===== src/rtl/ubd_div_cell.sv =====
module ubd_div_cell #(
  parameter int W  = 27,
  parameter int DW = 24
) (
  input  logic          clk,
  input  logic          rst,
  input  logic          in_valid,
  input  logic [DW-1:0] in_rem,
  input  logic [W-1:0]  in_num,
  input  logic [DW-1:0] in_div,
  output logic          out_valid,
  output logic [DW-1:0] out_rem,
  output logic [W-1:0]  out_num,
  output logic [DW-1:0] out_div
);

  logic [DW:0]   trial;
  logic [DW:0]   diff;
  logic          ge;
  logic [DW-1:0] rem_next;
  logic [W-1:0]  num_next;

  // one restoring step: bring down the next dividend bit, try the subtract
  always_comb begin
    trial    = {in_rem, in_num[W-1]};
    diff     = trial - {1'b0, in_div};
    ge       = ~diff[DW];
    rem_next = ge ? diff[DW-1:0] : trial[DW-1:0];
    num_next = {in_num[W-2:0], ge};
  end

  always_ff @(posedge clk) begin
    if (rst) begin
      out_valid <= 1'b0;
    end else begin
      out_valid <= in_valid;
    end
  end

  always_ff @(posedge clk) begin
    out_rem <= rem_next;
    out_num <= num_next;
    out_div <= in_div;
  end

endmodule


===== src/rtl/ubd_div_chain.sv =====
module ubd_div_chain #(
  parameter int W     = 27,
  parameter int DW    = 24,
  parameter int STEPS = 27
) (
  input  logic          clk,
  input  logic          rst,
  input  logic          in_valid,
  input  logic [DW-1:0] in_rem,
  input  logic [W-1:0]  in_num,
  input  logic [DW-1:0] in_div,
  output logic          out_valid,
  output logic [DW-1:0] out_rem,
  output logic [W-1:0]  out_num,
  output logic [DW-1:0] out_div
);

  logic          v   [STEPS+1];
  logic [DW-1:0] rem [STEPS+1];
  logic [W-1:0]  num [STEPS+1];
  logic [DW-1:0] dv  [STEPS+1];

  assign v[0]   = in_valid;
  assign rem[0] = in_rem;
  assign num[0] = in_num;
  assign dv[0]  = in_div;

  for (genvar i = 0; i < STEPS; i++) begin : g_cell
    ubd_div_cell #(
      .W  (W),
      .DW (DW)
    ) u_cell (
      .clk       (clk),
      .rst       (rst),
      .in_valid  (v[i]),
      .in_rem    (rem[i]),
      .in_num    (num[i]),
      .in_div    (dv[i]),
      .out_valid (v[i+1]),
      .out_rem   (rem[i+1]),
      .out_num   (num[i+1]),
      .out_div   (dv[i+1])
    );
  end

  assign out_valid = v[STEPS];
  assign out_rem   = rem[STEPS];
  assign out_num   = num[STEPS];
  assign out_div   = dv[STEPS];

endmodule


===== config.mk =====
export PLATFORM = sky130hd
export DESIGN_NAME = ubd_div_chain
export DESIGN_NICKNAME = d
export VERILOG_FILES = /design/src/rtl/ubd_div_cell.sv /design/src/rtl/ubd_div_chain.sv
export SDC_FILE = /design/constraint.sdc
export NUM_CORES = 2
export LEC_CHECK = 0
export BUFFER_PORTS_ARGS = -buffer_cell sky130_fd_sc_hd__buf_2
export CAP_MARGIN = 20
export CELL_PAD_IN_SITES_DETAIL_PLACEMENT = 1
export CELL_PAD_IN_SITES_GLOBAL_PLACEMENT = 1
export CORE_AREA = 2 2 500 502
export CTS_BUF_LIST = sky130_fd_sc_hd__clkbuf_4 sky130_fd_sc_hd__clkbuf_8 sky130_fd_sc_hd__clkbuf_16
export CTS_CLUSTER_DIAMETER = 40
export DETAILED_ROUTE_END_ITERATION = 12
export DIE_AREA = 0 0 502 504
export GPL_ROUTABILITY_DRIVEN = 0
export PLACE_DENSITY_LB_ADDON = 0.1
export RECOVER_POWER = 25
export SETUP_SLACK_MARGIN = 0.4
export SYNTH_ARGS = -nofsm -noshare
export SYNTH_HDL_FRONTEND = slang
export SYNTH_HIERARCHICAL = 1
export SYNTH_SLANG_ARGS = --single-unit

===== constraint.sdc =====
create_clock -name clk -period 3.47 [get_ports clk]
set_input_delay 0.347 -clock clk [delete_from_list [all_inputs] [get_ports clk]]
set_output_delay 0.347 -clock clk [all_outputs]
set_load 0.01 [all_outputs]

== Yosys cells after proc, flatten, opt, wreduce, memory -nomap -nowiden ==
Index checks and enable logic that the tools add are counted.

* Add/sub/neg operators: 27
* Mux-type cells: 27
* Bitwise logic cells: 27

{| class="wikitable"
|+ Operators by type and width
! kind !! count
|-
| subtractor 25 x 24 -> 25 bit || 27
|-
| 2-to-1 mux 24 bit || 27
|-
| inverter 1 bit || 27
|}

* Flip-flop bits (word level): 2052
* Input port bits: 78
* Output and inout bits: 76
* Logic and storage cells: 189

== Longest topological paths before layout ==
* Depth after elaboration: 2
* Depth in mapped cells: 13
* Gate-level depth less buffers: 12

== By module ==
Netlist, hierarchy kept.

{| class="wikitable"
|+ Modules (own cells, without submodules)
! module !! instances !! cells an instance !! area each (um^2) !! sequential area each (um^2)
|-
| ubd_div_cell (g_cell[20].u_cell ...) || 13 || 333 || 3409.5 || 1521.5
|-
| ubd_div_cell (g_cell[0].u_cell ...) || 10 || 312 || 3343.2 || 1521.5
|-
| ubd_div_cell (g_cell[3].u_cell ...) || 2 || 330 || 3393.3 || 1521.5
|-
| ubd_div_cell (g_cell[10].u_cell ...) || 2 || 311 || 3353.2 || 1521.5
|}

== Least setup slack after synthesis ==
No wires, ideal clock.

* Path kind: input-to-reg
* From: input in_num[26]
* To: register g_cell[0].u_cell.out_rem[10]
* Setup time: 0.121 ns
* Data arrival time: 2.745 ns
* Data required time: 3.349 ns
* Slack: 0.603 ns
* Stages: 13
* Buffers on the path: 1
* Path through: inv_1 ha_1 inv_1 fa_1 a21oi_1 a2bb2oi_1 o211ai_1 a21o_1 o21a_4 o211a_4 inv_8 buf_12 mux2_4

* Cells in the longest elaborated chain, start to end: 2

{| class="wikitable"
|+ RTL lines
! element !! line !! source
|-
| start, declared || ubd_div_chain.sv:10 || <nowiki>input logic [W-1:0] in_num,</nowiki>
|-
| subtractor 25 x 24 -> 25 bit || ubd_div_cell.sv:26 || <nowiki>diff = trial - {1'b0, in_div};</nowiki>
|-
| 2-to-1 mux 24 bit || ubd_div_cell.sv:28 || <nowiki>rem_next = ge ? diff[DW-1:0] : trial[DW-1:0];</nowiki>
|-
| named net g_cell[0].u_cell.rem_next[10] || ubd_div_cell.sv:20 || <nowiki>logic [DW-1:0] rem_next;</nowiki>
|-
| end signal, assigned || ubd_div_cell.sv:41 || <nowiki>out_rem <= rem_next;</nowiki>
|-
| end, declared || ubd_div_cell.sv:12 || <nowiki>output logic [DW-1:0] out_rem,</nowiki>
|}

The timed path passes the listed nets, and every way through them passes these cells.
A chain may end at the register's enable or synchronous reset.

== Worst setup path in the final report ==
* From: register g_cell[21].u_cell.out_num[26]
* To: register g_cell[22].u_cell.out_rem[0]

* Cells in the longest elaborated chain, start to end: 2

{| class="wikitable"
|+ RTL lines
! element !! line !! source
|-
| start, declared || ubd_div_cell.sv:13 || <nowiki>output logic [W-1:0] out_num,</nowiki>
|-
| start signal, assigned || ubd_div_cell.sv:42 || <nowiki>out_num <= num_next;</nowiki>
|-
| subtractor 25 x 24 -> 25 bit || ubd_div_cell.sv:26 ||
|-
| 2-to-1 mux 24 bit * || ubd_div_cell.sv:28 ||
|-
| named net g_cell[22].u_cell.rem_next[0] || ubd_div_cell.sv:20 ||
|-
| end signal, assigned || ubd_div_cell.sv:41 ||
|-
| end, declared || ubd_div_cell.sv:12 ||
|}

The timed path passes the listed nets; every way through them passes the cells marked *.

==> results.md <==
- Clock Path Buffers: 4
- MaxCap Viol Count: 0
- Gr usage total: 0.1890
- DIE AREA: 253000 um2
- Power Internal: 91.41 mW
- First-pass DRT Iterations: 5
- Fmax: 0.3064 GHz
- Post-DP HPWL: 178700 um
- Worst IR Drop VDD: 0.0006315 V
- Final instance area: 113900 um2
- Worst slew margin: 0.4279
- WP data arrival: 4.12 ns
- Area added between synthesis and finish: 24.82%
- Final hold vios: 0
- CTS Sinks: 2052
- Share of flip-flops with an asynchronous set or reset: 0
- Largest net degree at the start of global routing: 28
- Iter 0 DRT Violations: 3236
- Syn Inst Count: 8731
- Max incr delay on CP: 0.32 ns
- Combinational power share: 0.514
- Min Tclk post-route: 3.264 ns
- Area of placed instances: 94940 um2
- Die width: 502 um
- Multi-input logic area: 47290 um2
- Fill count: 26592
- CP dominant cell by count: buf_4
- Critical Path Source Type: flip-flop
- Vias in the first global route: 67642
- Critical Path RT: 4.32 ns
- Final core utilization: 0.4601
- RSZ-0062 raised after global routing: yes
- Critical path type: reg2reg
- First-pass GRT wire length: 382100 um
- # H-tree levels: 5
- Reg power frac: 0.249
- CP cell instances: inv_2 > buf_4 > buf_4 > buf_4 > buf_4 > buf_4 > buf_6 > buf_4 > buf_4 > buf_4 > buf_4 > buf_4 > buf_4 > buf_4 > buf_4 > buf_4 > buf_4 > buf_4 > buf_4 > buf_4 > buf_4 > buf_6 > buf_6 > mux2i_4
- Register area: 41150 um2
- Cell with the largest stage delay on the worst path: dfxtp_2
- Reg clk slew, reported paths: 0.06 ns
- Die Y-Extent: 504 um
- CTS Buf Count: 345
- Clk pwr share: 0.237
- Setup Total Neg Slack: 0 ns
- Starting Density: 0.3687
- Slew Viols, Final: 0
- CP max FO: 2
- Synth Area per Inst: 10.45 um2
- Synth warn: 6
- Antenna-violating nets left: 0
- Setup Skew: 0.08151 ns
- IO buf count: 153
- Total grt overflow: 0
- CTS tree: done
- Reg2reg path depth: 24
- Layout cells sized above 1: 0.2272
- Clk root buf: clkbuf_16
- DR WL/cell: 19.29 um
- FF+latch count, synth: 2052
- Cell variety after synth: 84
- Initial antenna violation count: 10
- Post-DR vias/cell: 5.032
- Worst min-delay path class: in2reg
- Row count: 183
- EDFF count, synth: 0
- Final WL: 252200 um
- Period utilisation layout: 0.9407
- Psw: 53.03 mW
- I/O pins: 154
- P_leak: 51.69 nW
- Synth Cell Area: 91250 um2
- Vias: 65772
- Power density over the cells: 1268 nW/um2
- Nature of the critical path endpoint: flip-flop
- Switching Fraction: 0.3672
- Seq/Total Area, Yosys: 0.4502
- Post-synth net total: 9484
- Hold path depth: 2
- Predominant post-synthesis flop cell: dfxtp_1
- Fin nets: 10228
- CORE AREA: 247500 um2
- Run status: completed
- Setup violators final: 0
- Worst-Margin Slew: 0.8542 ns
- Clk Latency, worst-skew pair: 0.96 ns
- DRC Markers: 0
-- placed cells by master, fill, tap and decap left out, types with 91 or more instances in the layout --
master,Yosys,routed
nand2_1,374,373
buf_4,0,238
ha_1,648,530
nor3_1,98,98
xor2_1,183,183
mux2_2,105,91
nand4_1,113,113
mux2_4,431,459
dlygate4sd3_1,0,117
nor2_1,454,454
clkbuf_16,0,367
a21o_1,256,254
o21ai_0,248,224
buf_2,21,147
mux2i_1,109,103
dfxtp_1,2052,2001
nand3_1,192,172
and3_1,142,142
a21oi_1,491,454
o211ai_1,94,94
xnor2_1,254,254
inv_1,854,822
nor2b_1,146,146
-- cell type report --
type	count	share of cell area
antenna	2	0.00004394
clock buffer	410	0.08277
clock inverter	201	0.02135
inverter	864	0.02960
multi-input combinational	5578	0.4152
sequential	2052	0.3613
tap	3330	0.03658
timing repair buffer	616	0.05127
timing repair inverter	18	0.001868
-- worst paths after layout --
| path | slack, ns | from | endpoint |
|---|---|---|---|
| min reg2reg | 0.30 | g_cell[19].u_cell/out_num[19] | g_cell[20].u_cell/out_num[20] |
| min | 0.11 | in_num[10] | g_cell[0].u_cell/out_num[11] |
| max reg2reg | 0.21 | g_cell[21].u_cell/out_num[26] | g_cell[22].u_cell/out_rem[0] |
| max | 0.21 | g_cell[21].u_cell/out_num[26] | g_cell[22].u_cell/out_rem[0] |
-- cells in the mapped netlist (146+ instances only) --
cell type / count / share of area
dfxtp_1: 2052 / 0.45
inv_1: 854 / 0.035
ha_1: 648 / 0.089
a21oi_1: 491 / 0.027
nor2_1: 454 / 0.019
mux2_4: 431 / 0.071
nand2_1: 374 / 0.015
a21o_1: 256 / 0.021
xnor2_1: 254 / 0.024
o21ai_0: 248 / 0.014
nand3_1: 192 / 0.011
xor2_1: 183 / 0.018
nor2b_1: 146 / 0.010
-- per-layer routing --
metal  vias up  global-route usage  share of wire
li1      32322                   -              -
met1     32042              0.2585           0.48
met2      1053              0.3029           0.46
met3       353             0.03448          0.042
met4         2             0.05295          0.021
met5         -                   0       0.000052
-- sequential cells by signal (all words and copies together) (netlist names) --
register,flops
g_cell.u_cell/out_rem,648
g_cell.u_cell/out_div,648
g_cell.u_cell/out_valid,27
g_cell.u_cell/out_num,729
-- repair_timing --
action,CTS,global route
setup buffers,118,128
gates cloned,33,29
pin swaps,85,182
endpoints found under the hold margin,101,0
resized for setup,279,369
hold buffers,117,0
endpoints found under the setup margin,549,595
-- power groups by stage --
stage	combinational, mW	clock, mW	sequential, mW
2_1_floorplan	52.0	0	33.9
3_3_place_gp	60.5	0	36.5
3_5_place_dp	61.8	0	36.4
4_1_cts	68.2	35.2	36.1
5_1_grt	80.4	36.4	36.7
6_report	74.2	34.2	36.0
-- critical path, delay by kind of cell (launching register included) --
kind	cells	cell delay (ns)
flip-flops	1	0.32
multiplexers	1	0.14
buffers and inverters	23	2.74
-- cells by family (layout without fill, tap and decap cells) --
logic type	Yosys count	after routing	share of synthesized area
other	0	2	0
XOR/XNOR	439	439	0.04255
multiplexers	688	688	0.1011
adder cells (fa/ha/maj)	675	675	0.09478
AND/OR/NAND/NOR	1923	1923	0.1094
flip-flops	2052	2052	0.4502
buffers and inverters	1105	2109	0.05688
AO/OA/AOI/OAI	1849	1853	0.1450
-- through the flow --
step                worst slack, ns  power [mW]  hold slack [ns]  std cells
floorplan                    0.6033       85.92           0.3096       8731
global placement            0.08722       96.99           0.3096      12033
detailed placement          0.09253       98.20           0.3132      12033
CTS                          0.2566       139.5         0.001885      12912
global route                 0.1396       153.5          0.08052      13070
finish                       0.2059       144.4           0.1073      13071
(Power assumes the default switching activity.)
